--- src/rtl/tpf_pkg.sv ---
// Shared types, constants and byte selection for the telemetry packet framer.
`default_nettype none
package tpf_pkg;

  localparam int unsigned FrameLen = 19;
  localparam int unsigned PosW     = 5;
  localparam int unsigned QueueDepth = 2;
  localparam int unsigned QPtrW    = 1;
  localparam int unsigned QCntW    = 2;

  localparam logic [7:0]      HdrA    = 8'hAA;
  localparam logic [7:0]      HdrB    = 8'h56;
  localparam logic [PosW-1:0] LastPos = PosW'(FrameLen - 1);

  typedef struct packed {
    logic signed [15:0] accel_y;
    logic signed [15:0] pitch;
    logic signed [15:0] left_speed;
    logic signed [15:0] right_speed;
    logic signed [15:0] target_speed;
    logic signed [31:0] distance;
    logic        [7:0]  phase_code;
  } in_t;

  typedef struct packed {
    logic [7:0] frame_byte;
    logic       frame_last;
  } out_t;

  // One queued record together with the sequence number it was given.
  typedef struct packed {
    in_t        rec;
    logic [7:0] seq;
  } job_t;

  // Byte of the frame body at a given position; the check byte is not covered here.
  function automatic logic [7:0] body_byte(job_t job, logic [PosW-1:0] pos);
    logic [7:0] b;
    unique case (pos)
      5'd0:    b = HdrA;
      5'd1:    b = HdrB;
      5'd2:    b = job.seq;
      5'd3:    b = job.rec.accel_y[7:0];
      5'd4:    b = job.rec.accel_y[15:8];
      5'd5:    b = job.rec.pitch[7:0];
      5'd6:    b = job.rec.pitch[15:8];
      5'd7:    b = job.rec.left_speed[7:0];
      5'd8:    b = job.rec.left_speed[15:8];
      5'd9:    b = job.rec.right_speed[7:0];
      5'd10:   b = job.rec.right_speed[15:8];
      5'd11:   b = job.rec.target_speed[7:0];
      5'd12:   b = job.rec.target_speed[15:8];
      5'd13:   b = job.rec.distance[7:0];
      5'd14:   b = job.rec.distance[15:8];
      5'd15:   b = job.rec.distance[23:16];
      5'd16:   b = job.rec.distance[31:24];
      5'd17:   b = job.rec.phase_code;
      default: b = 8'h00;
    endcase
    return b;
  endfunction

endpackage
`default_nettype wire

--- src/rtl/tpf_front.sv ---
// Front end: accepts records and tags each with its frame sequence number.
`default_nettype none
module tpf_front (
  input  wire logic         clk_i,
  input  wire logic         rst_ni,
  input  wire logic         in_valid_i,
  output logic              in_ready_o,
  input  wire tpf_pkg::in_t in_data_i,
  output logic              push_o,
  output tpf_pkg::job_t     push_job_o,
  input  wire logic         full_i
);

  logic [7:0] seq_q, seq_d;

  assign in_ready_o      = !full_i;
  assign push_o          = in_valid_i && !full_i;
  assign push_job_o.rec  = in_data_i;
  assign push_job_o.seq  = seq_q;

  always_comb begin
    seq_d = seq_q;
    if (push_o) begin
      seq_d = seq_q + 8'd1;
    end
  end

  always_ff @(posedge clk_i or negedge rst_ni) begin
    if (!rst_ni) begin
      seq_q <= 8'd0;
    end else begin
      seq_q <= seq_d;
    end
  end

endmodule
`default_nettype wire

--- src/rtl/tpf_fifo.sv ---
// Short record queue between the front end and the byte serializer.
`default_nettype none
module tpf_fifo (
  input  wire logic          clk_i,
  input  wire logic          rst_ni,
  input  wire logic          push_i,
  input  wire tpf_pkg::job_t push_job_i,
  output logic               full_o,
  input  wire logic          pop_i,
  output logic               valid_o,
  output tpf_pkg::job_t      head_o
);

  tpf_pkg::job_t entries_q [tpf_pkg::QueueDepth];
  logic [tpf_pkg::QPtrW-1:0] wr_q, wr_d, rd_q, rd_d;
  logic [tpf_pkg::QCntW-1:0] cnt_q, cnt_d;

  assign full_o  = (cnt_q == tpf_pkg::QCntW'(tpf_pkg::QueueDepth));
  assign valid_o = (cnt_q != '0);
  assign head_o  = entries_q[rd_q];

  always_comb begin
    wr_d  = wr_q;
    rd_d  = rd_q;
    cnt_d = cnt_q;
    if (push_i) begin
      wr_d = wr_q + tpf_pkg::QPtrW'(1);
    end
    if (pop_i) begin
      rd_d = rd_q + tpf_pkg::QPtrW'(1);
    end
    if (push_i && !pop_i) begin
      cnt_d = cnt_q + tpf_pkg::QCntW'(1);
    end else if (pop_i && !push_i) begin
      cnt_d = cnt_q - tpf_pkg::QCntW'(1);
    end
  end

  always_ff @(posedge clk_i) begin
    if (push_i) begin
      entries_q[wr_q] <= push_job_i;
    end
  end

  always_ff @(posedge clk_i or negedge rst_ni) begin
    if (!rst_ni) begin
      wr_q  <= '0;
      rd_q  <= '0;
      cnt_q <= '0;
    end else begin
      wr_q  <= wr_d;
      rd_q  <= rd_d;
      cnt_q <= cnt_d;
    end
  end

  a_no_overflow: assert property (@(posedge clk_i) disable iff (!rst_ni)
    full_o |-> !push_i || pop_i)
    else $error("queue written while full");
  a_no_underflow: assert property (@(posedge clk_i) disable iff (!rst_ni)
    pop_i |-> valid_o)
    else $error("queue popped while empty");
  a_count_bound: assert property (@(posedge clk_i) disable iff (!rst_ni)
    cnt_q <= tpf_pkg::QCntW'(tpf_pkg::QueueDepth))
    else $error("queue count beyond depth");

endmodule
`default_nettype wire

--- src/rtl/tpf_back.sv ---
// Back end: serializes the head record into frame beats and builds the check byte.
`default_nettype none
module tpf_back (
  input  wire logic          clk_i,
  input  wire logic          rst_ni,
  input  wire logic          job_valid_i,
  input  wire tpf_pkg::job_t job_i,
  output logic               pop_o,
  output logic               out_valid_o,
  input  wire logic          out_ready_i,
  output tpf_pkg::out_t      out_data_o
);

  logic [tpf_pkg::PosW-1:0] pos_q, pos_d;
  logic [7:0]               xor_q, xor_d;
  logic                     out_valid_q, out_valid_d;
  tpf_pkg::out_t            out_q, out_d;
  logic                     advance;
  logic                     at_last;
  logic [7:0]               body;

  assign advance = job_valid_i && (!out_valid_q || out_ready_i);
  assign at_last = (pos_q == tpf_pkg::LastPos);
  assign body    = tpf_pkg::body_byte(job_i, pos_q);
  assign pop_o   = advance && at_last;

  always_comb begin
    pos_d       = pos_q;
    xor_d       = xor_q;
    out_d       = out_q;
    out_valid_d = out_valid_q;
    if (out_ready_i) begin
      out_valid_d = 1'b0;
    end
    if (advance) begin
      out_valid_d = 1'b1;
      if (at_last) begin
        out_d.frame_byte = xor_q;
        out_d.frame_last = 1'b1;
        pos_d            = '0;
        xor_d            = 8'h00;
      end else begin
        out_d.frame_byte = body;
        out_d.frame_last = 1'b0;
        pos_d            = pos_q + tpf_pkg::PosW'(1);
        xor_d            = xor_q ^ body;
      end
    end
  end

  always_ff @(posedge clk_i) begin
    out_q <= out_d;
  end

  always_ff @(posedge clk_i or negedge rst_ni) begin
    if (!rst_ni) begin
      pos_q       <= '0;
      xor_q       <= 8'h00;
      out_valid_q <= 1'b0;
    end else begin
      pos_q       <= pos_d;
      xor_q       <= xor_d;
      out_valid_q <= out_valid_d;
    end
  end

  assign out_valid_o = out_valid_q;
  assign out_data_o  = out_q;

  a_pos_bound: assert property (@(posedge clk_i) disable iff (!rst_ni)
    pos_q <= tpf_pkg::LastPos)
    else $error("byte position beyond frame");
  a_last_on_check: assert property (@(posedge clk_i) disable iff (!rst_ni)
    advance && at_last |=> out_valid_q && out_q.frame_last && pos_q == '0)
    else $error("check byte not marked last");
  a_body_not_last: assert property (@(posedge clk_i) disable iff (!rst_ni)
    advance && !at_last |=> out_valid_q && !out_q.frame_last)
    else $error("body beat marked last");
  a_frame_start_clean: assert property (@(posedge clk_i) disable iff (!rst_ni)
    pos_q == '0 |-> xor_q == 8'h00)
    else $error("check accumulator not cleared at frame start");

endmodule
`default_nettype wire

--- src/rtl/telemetry_packet_framer.sv ---
// Top level of the telemetry packet framer.
`default_nettype none
// Each accepted record becomes one 19-beat frame: header 0xAA 0x56, the sequence
// number, the five 16-bit values and the 32-bit distance little-endian, the phase
// byte, and an XOR check byte flagged as last. The serializer sends one beat per
// cycle while out_ready_i does not stall the output, and frames follow each other
// without gaps while the next record is already queued. A two-entry queue sits between the
// input and the serializer; the record being sent keeps its entry until its last
// beat, so one further record is taken ahead of the frame that is being sent. The
// sequence number starts at 0 after reset and wraps after 255.
module telemetry_packet_framer (
  input  wire logic         clk_i,
  input  wire logic         rst_ni,
  input  wire logic         in_valid_i,
  output logic              in_ready_o,
  input  wire tpf_pkg::in_t in_data_i,
  output logic              out_valid_o,
  input  wire logic         out_ready_i,
  output tpf_pkg::out_t     out_data_o
);

  logic          push, full, pop, job_valid;
  tpf_pkg::job_t push_job, head_job;

  tpf_front u_front (
    .clk_i      (clk_i),
    .rst_ni     (rst_ni),
    .in_valid_i (in_valid_i),
    .in_ready_o (in_ready_o),
    .in_data_i  (in_data_i),
    .push_o     (push),
    .push_job_o (push_job),
    .full_i     (full)
  );

  tpf_fifo u_fifo (
    .clk_i      (clk_i),
    .rst_ni     (rst_ni),
    .push_i     (push),
    .push_job_i (push_job),
    .full_o     (full),
    .pop_i      (pop),
    .valid_o    (job_valid),
    .head_o     (head_job)
  );

  tpf_back u_back (
    .clk_i       (clk_i),
    .rst_ni      (rst_ni),
    .job_valid_i (job_valid),
    .job_i       (head_job),
    .pop_o       (pop),
    .out_valid_o (out_valid_o),
    .out_ready_i (out_ready_i),
    .out_data_o  (out_data_o)
  );

endmodule
`default_nettype wire
--- config.mk ---
export PLATFORM = sky130hd
export DESIGN_NAME = telemetry_packet_framer
export DESIGN_NICKNAME = d
export VERILOG_FILES = /design/src/rtl/tpf_pkg.sv /design/src/rtl/tpf_front.sv /design/src/rtl/tpf_fifo.sv /design/src/rtl/tpf_back.sv /design/src/rtl/telemetry_packet_framer.sv
export SDC_FILE = /design/constraint.sdc
export NUM_CORES = 1
export LEC_CHECK = 0
export ABC_AREA = 1
export BUFFER_PORTS_ARGS = -buffer_cell sky130_fd_sc_hd__buf_4
export CAP_MARGIN = 20
export CELL_PAD_IN_SITES_DETAIL_PLACEMENT = 1
export CELL_PAD_IN_SITES_GLOBAL_PLACEMENT = 1
export CORE_AREA = 4 4 205 207
export DETAILED_ROUTE_END_ITERATION = 10
export DIE_AREA = 0 0 209 211
export PLACE_DENSITY_LB_ADDON = 0.08
export SETUP_SLACK_MARGIN = 0.5
export SLEW_MARGIN = 20
export SYNTH_ARGS = -nofsm -noshare
export SYNTH_HDL_FRONTEND = slang
export SYNTH_SLANG_ARGS = --single-unit
--- constraint.sdc ---
create_clock -name clk_i -period 7.35 [get_ports clk_i]
set_clock_uncertainty 0.2 [all_clocks]
set_input_delay 0.735 -clock clk_i [delete_from_list [all_inputs] [get_ports clk_i]]
set_output_delay 0.735 -clock clk_i [all_outputs]
set_load 0.03 [all_outputs]
==> reports/results.tsv, run 1 <==
metric	value	unit
CTS clk-pin slew, worst paths	0.06	ns
IO Pins	135	
Max Slew Vio Count	0	
global route total overflow	0	
Final min period	3.465	ns
drt first pass iters	4	
Top FF cell, synth	edfxtp_1	
largest net degree at the start of global routing	103	
TNS Setup	0	ns
Vias	7876	
Fmax	288.6	MHz
Commonest cells post-synth	nand2_1 (555), edfxtp_1 (265), nor2_1 (60), dfrtp_1 (26), nand3_1 (21)	
Startpoint Class	flop	
Reg area	8612	µm²
CTS sink count	291	
CTS tree	yes	
Seq/Total Area, Yosys	72.22	%
Setup Buffers After CTS	0	
multi-input logic area	3035	µm²
most common cell in the synthesized netlist	nand2_1	
Layout Nets	1348	
number of global-route vias before repair	8309	
layout cells sized above 1	16.93	%
Filler Cells Inserted	4495	
Comb power frac	25.6	%
CTS hold repair buffers	1	
std cell rows	74	
post-synth top area share	66.76	%
Int Pwr	3882	µW
clock buffer count from CTS	37	
PwrDens	397.9	nW/µm²
buffers added on ports	134	
dpl hpwl	22.40	mm
status	finished clean	
Synth area leader	edfxtp_1	
RSZ-0062 raised after global routing	no	
Final ANT Viol Nets	0	
part of the power in registers	43.3	%
kind of critical path	reg -> reg	
CP endpoint kind	flop	
core area	40370	µm²
Clock Path Buffers	3	
Crit path arrival time	3.54	ns
post-CTS sizing	0	
Post-Syn Area	11920	µm²
Final Wtd Congestion	0.7401	
initial antenna violation count	0	
Setup-failing EPs final	0	
n_diodes	0	
switching part of the total power	33.71	%
Slew @ Worst Pin	1.046	ns
Slew headroom	29.99	%
Post-synth EDFFs	265	
worst min path class	in -> reg	
Synth Instances	1069	
Clk Latency, worst-skew pair	0.54	ns
yosys warns	0	
final hold viol count	0	
Max-cap violations	0	
synthesized area per cell	11.15	µm²
Pleak	0.006073	µW
Area Overhead vs Synth	23.46	%
clock power share	31.1	%
die footprint	44100	µm²
H-tree depth	2	
Die Span Y	211	µm
overall fraction of global-route tracks in use	15.60	%
Area contributors post-synth	edfxtp_1 (67%), nand2_1 (17%), dfrtp_1 (5.5%), nor2_1 (1.9%), nand3_1 (0.88%)	
NetSw	1974	µW
Final period util	47.14	%
DR iter-0 viols	382	
Yosys reg bits	291	
Residual DRC	0	
post-DR vias/cell	4.430	
Initial Util	29.53	%
Worst VDD drop	0.1647	mV
CTS root buf	clkbuf_16	
syn nets	1200	
die width	209	µm
ys async rst share	8.935	%
CP max FO	74	
Routed Wire Length	34.32	mm
DR WL/cell	19.30	µm
Pwr Total	5855	µW
Critical Path RT	7.43	ns
first-pass GRT wire length	51.83	mm
Yosys cell types	30	
-- layer usage --
layer | vias to the layer above | track usage, % | wire length, µm
met4 | 0 | 4.613 | 668
met3 | 39 | 2.688 | 1032
li1 | 3857 | - | -
met5 | - | 0 | 0
met1 | 3847 | 21.32 | 16070
met2 | 133 | 25.78 | 16550
-- metrics by stage --
stage | hold WS, ns | instances | cell area (µm²) | util [%] | setup slack, ns
2_1_floorplan | 0.2394 | 1069 | 11920 | - | 2.271
3_5_place_dp | 0.2855 | 1709 | 13480 | 33.39 | 3.807
4_1_cts | 0.1442 | 1778 | 14720 | 36.45 | 3.801
5_1_grt | 0.1526 | 1778 | 14720 | 36.45 | 3.549
6_report | 0.1831 | 1778 | 14720 | 36.45 | 3.885
3_3_place_gp | 0.2748 | 1709 | 13480 | 33.39 | 3.863
-- worst paths after layout --
check                                 start                      end  slack [ns]  cells after the start
min                           in_data_i[78]  u_fifo.entries_q[1][86]        0.18                      1
max reg2reg                     u_fifo.rd_q     u_back.out_data_o[1]        3.89                     10
max                             u_fifo.rd_q     u_back.out_data_o[1]        3.89                     10
min in group asynchronous            rst_ni          u_back.xor_q[5]        0.48                      2
max in group asynchronous            rst_ni              u_fifo.rd_q        6.15                      2
min reg2reg                u_front.seq_q[7]   u_fifo.entries_q[0][7]        0.29                      0
-- kinds of logic (layout without fill, tap and decap cells) --
family | count (synthesis) | in the layout | synth area share [%]
and+or+nand+nor | 664 | 664 | 21.80
DFF | 291 | 291 | 72.22
buffers and inverters | 56 | 233 | 2.435
AOI/OAI and AO/OA | 40 | 40 | 1.995
xor gates and xnor gates | 11 | 11 | 0.8083
adders and majority gates | 7 | 7 | 0.7348
-- registers in the layout, indices dropped and copies added, names as in the netlist --
register and cells:
u_back.out_data_o 9, u_fifo.wr_q 1, u_fifo.rd_q 1, u_back.out_valid_o 1
u_back.pos_q 5, u_fifo.entries_q 256, u_back.xor_q 8, u_front.seq_q 8
u_fifo.cnt_q 2
-- cells in the final DEF (no fill, tap or decap), types with 5 or more instances in the layout --
master and instances:
nand2_1 555, edfxtp_1 265, buf_4 137, nor2_1 58, clkbuf_16 39, dfrtp_1 25, nand3_1 21, inv_1 20
a21oi_1 14, nand4_1 11, nor2_2 10, clkbuf_1 10, o21ai_0 8, ha_1 7, clkinv_1 7, xor2_1 6
a31oi_1 5, xnor2_1 5
-- layout make-up --
class	count	share of cell area [%]
flip-flops and latches	291	58.52
multi-input cells	722	20.63
well taps	532	4.523
clock buffers	51	7.074
clock inverters	17	1.250
repair buffers	140	7.329
inverters	25	0.6717
-- power groups by stage --
stage	Clock [µW]	Combinational (µW)	Sequential (µW)
4_1_cts	1880	1560	2540
2_1_floorplan	0	956	2570
6_report	1820	1500	2540
3_5_place_dp	0	1550	2580
5_1_grt	1950	1710	2580
3_3_place_gp	0	1540	2570
-- worst max-delay path: stages (launching register included) --
cell     delay [ns]
dfrtp_4        0.92
inv_6          0.35
buf_4          0.48
nand2_1        0.16
nand2_1        0.07
nand2_1        0.06
nand2_1        0.07
nor2_1         0.16
nand4_1        0.33
nand2_1        0.16
nand2_1        0.06
Power figures use the tool's default switching activity.
==> run 2, diff against run 1 <==
==> constraint.sdc (replaced) <==
create_clock -name clk_i -period 3.4 [get_ports clk_i]
set_clock_uncertainty 0.2 [all_clocks]
set_input_delay 0.34 -clock clk_i [delete_from_list [all_inputs] [get_ports clk_i]]
set_output_delay 0.34 -clock clk_i [all_outputs]
set_load 0.03 [all_outputs]
==> run 2 against run 1 <==
  * Final cell count increased by 7.8%
  * Non-clock buffer count increased by 143
  * Maximum frequency increased by 32%
  * Global-route usage increased by 0.17 points
  * Die area unchanged
  * Sequential cell count unchanged
  * Final area increased by 8.7%
  * Sequential power increased by 110%
  * Worst hold slack got worse by 0.12 ns
  * Critical endpoint is now u_fifo.cnt_q[1]
  * Largest cell class unchanged
  * Highest routed layer unchanged
==> reports/results.tsv, run 2 (synthesis gave the netlist of run 1 again) <==
metric	value	unit	change
part of the power in registers	42.7	%	-0.6 points
worst r2r src	u_back.pos_q[0]		
drt first pass iters	4		unchanged
Cell Area, Placed	13660	µm²	+1.3%
most frequent cells in the layout	nand2_1 (555), edfxtp_1 (265), buf_4 (156)		
IO Pins	135		unchanged
global route total overflow	0		unchanged
CTS sink count	291		unchanged
final hold viol count	0		unchanged
CP endpoint kind	flop		
R2R cell count	11		+1
Pleak	0.006629	µW	+9.2%
CP max FO	9		-88%
pre-CTS setup slack	0.6088	ns	-3.199 ns
Slowest-stage cell, CP	dfrtp_1		
first-pass GRT wire length	53.12	mm	+2.5%
initial antenna violation count	0		unchanged
Buf/Inv on CP	4		+2
routing usage on met3	2.243	%	-0.45 points
largest net degree at the start of global routing	131		+27%
dpl hpwl	23.20	mm	+3.6%
Fmax	381.1	MHz	+32%
Crit path arrival time	2.81	ns	-0.73 ns
worst hold stages	4		+3
Slew headroom	33.40	%	+3.4 points
TNS Setup	0	ns	unchanged
M2 GR Usage	27.26	%	+1.5 points
Hold Path Sink	u_front.seq_q[1]		
reg2reg end	u_fifo.cnt_q[1]		
Final WS setup	0.7762	ns	-3.109 ns
max FFs per register	256		unchanged
Design Area, Final	16000	µm²	+8.7%
Clock Path Buffers	3		unchanged
worst hold path startpoint	in_valid_i		
Setup-failing EPs final	0		unchanged
Comb power frac	28.8	%	+3.2 points
overall fraction of global-route tracks in use	15.77	%	+0.17 points
Final Wtd Congestion	0.7075		-4.4%
Slew @ Worst Pin	0.9979	ns	-0.04840 ns
busiest layer in global routing	met2		
layout cells sized above 1	16.53	%	-0.40 points
Clk Latency, worst-skew pair	0.52	ns	-0.02 ns
worst hold slack	0.06436	ns	-0.1187 ns
DR iter-0 viols	337		-12%
Final Util	39.63	%	+3.2 points
crit-path cells	inv_1, ha_1, inv_1, nor3_4, clkinvlp_4, nor2_2, inv_2, ha_1, a21oi_1, o21ai_0, xnor2_1		
CTS clk-pin slew, worst paths	0.06	ns	about the same
Filler Cells Inserted	4438		-1.3%
status	finished clean		
buffers added on ports	134		unchanged
switching part of the total power	34.16	%	+0.45 points
Int Pwr	8282	µW	+110%
Max stage delay on crit path	0.40	ns	-0.52 ns
post-DR vias/cell	4.370		-1.3%
Max Slew Vio Count	0		unchanged
PwrDens	786.2	nW/µm²	+98%
most common cell after layout, fill and taps aside	nand2_1		
worst min path class	in -> reg		
NetSw	4296	µW	+120%
Residual DRC	0		unchanged
Final min period	2.624	ns	-0.8409 ns
Worst VDD drop	0.3763	mV	+130%
RSZ-0062 raised after global routing	no		
die width	209	µm	unchanged
number of global-route vias before repair	8811		+6.0%
std cell rows	74		unchanged
die footprint	44100	µm²	unchanged
Final ANT Viol Nets	0		unchanged
core area	40370	µm²	unchanged
Vias	8378		+6.4%
Area Overhead vs Synth	34.23	%	
clock buffer count from CTS	36		-2.7%
Routed Wire Length	35.17	mm	+2.5%
R2R Setup Slk	0.78	ns	-3.11 ns
kind of critical path	reg -> reg		
Layout Nets	1490		+11%
CTS root buf	clkbuf_16		
DR WL/cell	18.34	µm	-5.0%
Critical Path RT	3.59	ns	-3.84 ns
n_diodes	0		unchanged
Startpoint Class	flop		
Initial Util	29.53	%	unchanged
met1 global-route usage	21.25	%	-0.067 points
H-tree depth	2		unchanged
CTS tree	yes		
Largest Register	u_fifo.entries_q		
largest delay contributor family on the critical path	buffers and inverters		
Final period util	77.17	%	+30 points
Max-cap violations	0		unchanged
Die Span Y	211	µm	unchanged
clock power share	28.4	%	-2.7 points
## run 2: power groups by stage
stage          Combinational, µW  Sequential, µW  Clock, µW
2_1_floorplan               2080            5520          0
3_3_place_gp                3650            5430          0
3_5_place_dp                3660            5450          0
4_1_cts                     3780            5380       3690
5_1_grt                     4100            5460       3830
6_report                    3630            5370       3580
## run 2: area by class of cell
class	instances	area [µm²]	area share, %
well taps	532	665.6	4.160
flip-flops and latches	291	8612	53.83
clock inverters	13	113.9	0.7117
inverters	25	98.84	0.6178
repair buffers	283	2492	15.58
multi-input cells	722	3038	18.99
clock buffers	51	978.4	6.116
## run 2: repair_timing
item	in CTS	in global routing
endpoints found under the setup margin	0	1
hold endpoints to repair	267	0
resized for setup	0	2
setup buffers	0	3
hold buffers	122	0
## run 2: through the flow
| stage | power (µW) | cells |
|---|---|---|
| 3_5_place_dp | 9112 | 1728 |
| 3_3_place_gp | 9082 | 1728 |
| 5_1_grt | 13400 | 1917 |
| 4_1_cts | 12860 | 1914 |
| 6_report | 12580 | 1917 |
| 2_1_floorplan | 7591 | 1069 |
## run 2: metal layers
layer	routed length [µm]	share of wire, %
met5	0	0
met2	17330	49
met3	1063	3.0
met4	584	1.7
met1	16190	46
## run 2: worst reg2reg max path, cell delays in order (launching register included)
cell,delay [ns]
dfrtp_1,0.40
inv_1,0.13
ha_1,0.18
inv_1,0.07
nor3_4,0.29
clkinvlp_4,0.23
nor2_2,0.19
inv_2,0.14
ha_1,0.32
a21oi_1,0.12
o21ai_0,0.11
xnor2_1,0.13
## run 2: how the worst max path moves through the flow
stage / end / cells after the start / start / slack, ns
global placement: u_fifo.cnt_q[1] / 11 / u_back.pos_q[0] / 0.69
global route: u_fifo.cnt_q[1] / 11 / u_back.pos_q[0] / 0.52
CTS: u_fifo.cnt_q[1] / 11 / u_back.pos_q[0] / 0.60
finish: u_fifo.cnt_q[1] / 11 / u_back.pos_q[0] / 0.78
floorplan: u_fifo.entries_q[1][0] / 4 / u_fifo.cnt_q[0] / 0.08
detailed placement: u_fifo.cnt_q[1] / 11 / u_back.pos_q[0] / 0.61
==> run 3, diff against run 2 <==
==> constraint.sdc (replaced) <==
create_clock -name clk_i -period 2.36 [get_ports clk_i]
set_clock_uncertainty 0.2 [all_clocks]
set_input_delay 0.236 -clock clk_i [delete_from_list [all_inputs] [get_ports clk_i]]
set_output_delay 0.236 -clock clk_i [all_outputs]
set_load 0.03 [all_outputs]
==> run 3 against run 2 <==
  * Utilization increased by 5.6 points
  * Global-route usage rose by 2.3 points
  * Worst hold slack lost 0.056 ns
  * Count of clock-buffer cells in the layout down 5
  * Critical path type unchanged
  * Largest cell class unchanged
==> reports/results.tsv, run 3 (synthesis gave the netlist of run 1 again) <==
metric	value	unit	change
DR iter-0 viols	433		+28%
Layout Nets	1588		+6.6%
kind of critical path	reg -> reg		
crit-path cells	buf_8, buf_12, buf_16, buf_12, nand2_1, nand2_2, a21oi_1, nand3_1, nor2_4, nand2_1, a21oi_1, nor2_1		
CTS root buf	clkbuf_16		
initial antenna violation count	0		unchanged
IO Pins	135		unchanged
global route total overflow	0		unchanged
Design Area, Final	18250	µm²	+14%
Routed Wire Length	41.62	mm	+18%
Startpoint Class	flop		
CP endpoint kind	flop		
Slew headroom	71.87	%	+38 points
Crit path arrival time	2.37	ns	-0.44 ns
Max-cap violations	0		unchanged
max FFs per register	256		unchanged
Vias	9015		+7.6%
PwrDens	1183	nW/µm²	+50%
Buf/Inv on CP	4		unchanged
Slowest-stage cell, CP	dfrtp_4		
die footprint	44100	µm²	unchanged
overall fraction of global-route tracks in use	18.08	%	+2.3 points
Critical Path RT	2.56	ns	-1.03 ns
dpl hpwl	24.91	mm	+7.3%
Final ANT Viol Nets	0		unchanged
Max stage delay on crit path	0.51	ns	+0.11 ns
drt first pass iters	5		+1
final hold viol count	0		unchanged
Final WS setup	0.1916	ns	-0.5846 ns
CP Depth	12		+1
DR WL/cell	20.67	µm	+13%
Clk Latency, worst-skew pair	0.51	ns	about the same
Final Wtd Congestion	0.7956		+12%
worst min path class	in -> async		
fin cells	2014		+5.1%
Largest Register	u_fifo.entries_q		
Die Span Y	211	µm	unchanged
Final min period	2.168	ns	-0.4554 ns
Initial Util	29.53	%	unchanged
post-DR vias/cell	4.476		+2.4%
Area Overhead vs Synth	53.12	%	
CTS sink count	291		unchanged
buffers added on ports	134		unchanged
pre-CTS setup slack	-0.2414	ns	-0.8501 ns
largest net degree at the start of global routing	66		-50%
core area	40370	µm²	unchanged
Slew @ Worst Pin	0.4220	ns	-0.5759 ns
RSZ-0062 raised after global routing	yes		
status	finished clean		
die width	209	µm	unchanged
# placed instances	1757		+1.7%
Residual DRC	0		unchanged
clock buffer count from CTS	35		-2.8%
M2 GR Usage	31.45	%	+4.2 points
first-pass GRT wire length	59.75	mm	+12%
Clock Path Buffers	3		unchanged
routing usage on met3	2.555	%	+0.31 points
CTS clk-pin slew, worst paths	0.06	ns	about the same
busiest layer in global routing	met2		
R2R cell count	12		+1
largest delay contributor family on the critical path	buffers and inverters		
Max Slew Vio Count	0		unchanged
layout cells sized above 1	32.39	%	+16 points
Setup-failing EPs final	0		unchanged
n_diodes	0		unchanged
CTS tree	yes		
most common cell after layout, fill and taps aside	nand2_1		
CP max FO	8		-1
Worst VDD drop	0.4540	mV	+21%
Pleak	0.007559	µW	+14%
Final period util	91.88	%	+15 points
Fmax	461.2	MHz	+21%
met1 global-route usage	23.88	%	+2.6 points
std cell rows	74		unchanged
Cell Area, Placed	14000	µm²	+2.5%
number of global-route vias before repair	9532		+8.2%
most frequent cells in the layout	nand2_1 (466), edfxtp_1 (265), buf_4 (184)		
H-tree depth	2		unchanged
-- run 3: layer usage --
metal | vias to the layer above | routed length [µm]
met5 | - | 0
met3 | 49 | 1340
met2 | 152 | 21080
li1 | 4363 | -
met1 | 4451 | 18180
met4 | 0 | 1018
-- run 3: area by class of cell --
class | instances | area [µm²]
timing repair buffer | 382 | 4031
sequential | 291 | 8613
clock buffer | 46 | 969.7
clock inverter | 16 | 173.9
multi-input combinational | 722 | 3661
inverter | 25 | 135.1
tap | 532 | 665.6
fill | 4290 | 22120
-- run 3: timing repair --
item,CTS,global route
endpoints found under the setup margin,199,155
buffers inserted,28,23
pin swaps,68,71
endpoints found under the hold margin,268,0
gates resized for setup,180,80
hold buffers,123,0
cloned,14,7
-- run 3: worst paths after layout --
check,from,endpoint,slack [ns]
setup / recovery,u_fifo.rd_q,u_back.xor_q[2],0.19
hold / removal,rst_ni,u_fifo.cnt_q[0],0.008
setup reg to reg,u_fifo.rd_q,u_back.xor_q[2],0.19
hold reg to reg,u_front.seq_q[7],u_front.seq_q[7],0.30
max in group asynchronous,rst_ni,u_fifo.rd_q,1.61
min in group clk_i,in_data_i[45],u_fifo.entries_q[1][53],0.24
-- run 3: worst reg2reg max path, cell delays in order (launching register included) --
cell	delay, ns
dfrtp_4	0.51
buf_8	0.15
buf_12	0.12
buf_16	0.13
buf_12	0.14
nand2_1	0.07
nand2_2	0.06
a21oi_1	0.14
nand3_1	0.14
nor2_4	0.12
nand2_1	0.08
a21oi_1	0.13
nor2_1	0.06
-- run 3: report_power, final --
part,switching (µW),internal (µW)
Clock,2070,3320
Sequential,552,7270
Combinational,4880,3490
Total,7510,14100
-- run 3: through the flow --
stage / utilization (%) / hold WS, ns / TNS, ns / power (µW)
floorplan: - / -0.2596 / -242.15 / 10950
global placement: 34.67 / -0.002303 / -1.501 / 13470
detailed placement: 34.67 / -0.0006803 / -2.142 / 13540
CTS: 43.70 / 0.004149 / 0 / 21020
global route: 45.21 / 0.05089 / 0 / 22770
finish: 45.21 / 0.008008 / 0 / 21580
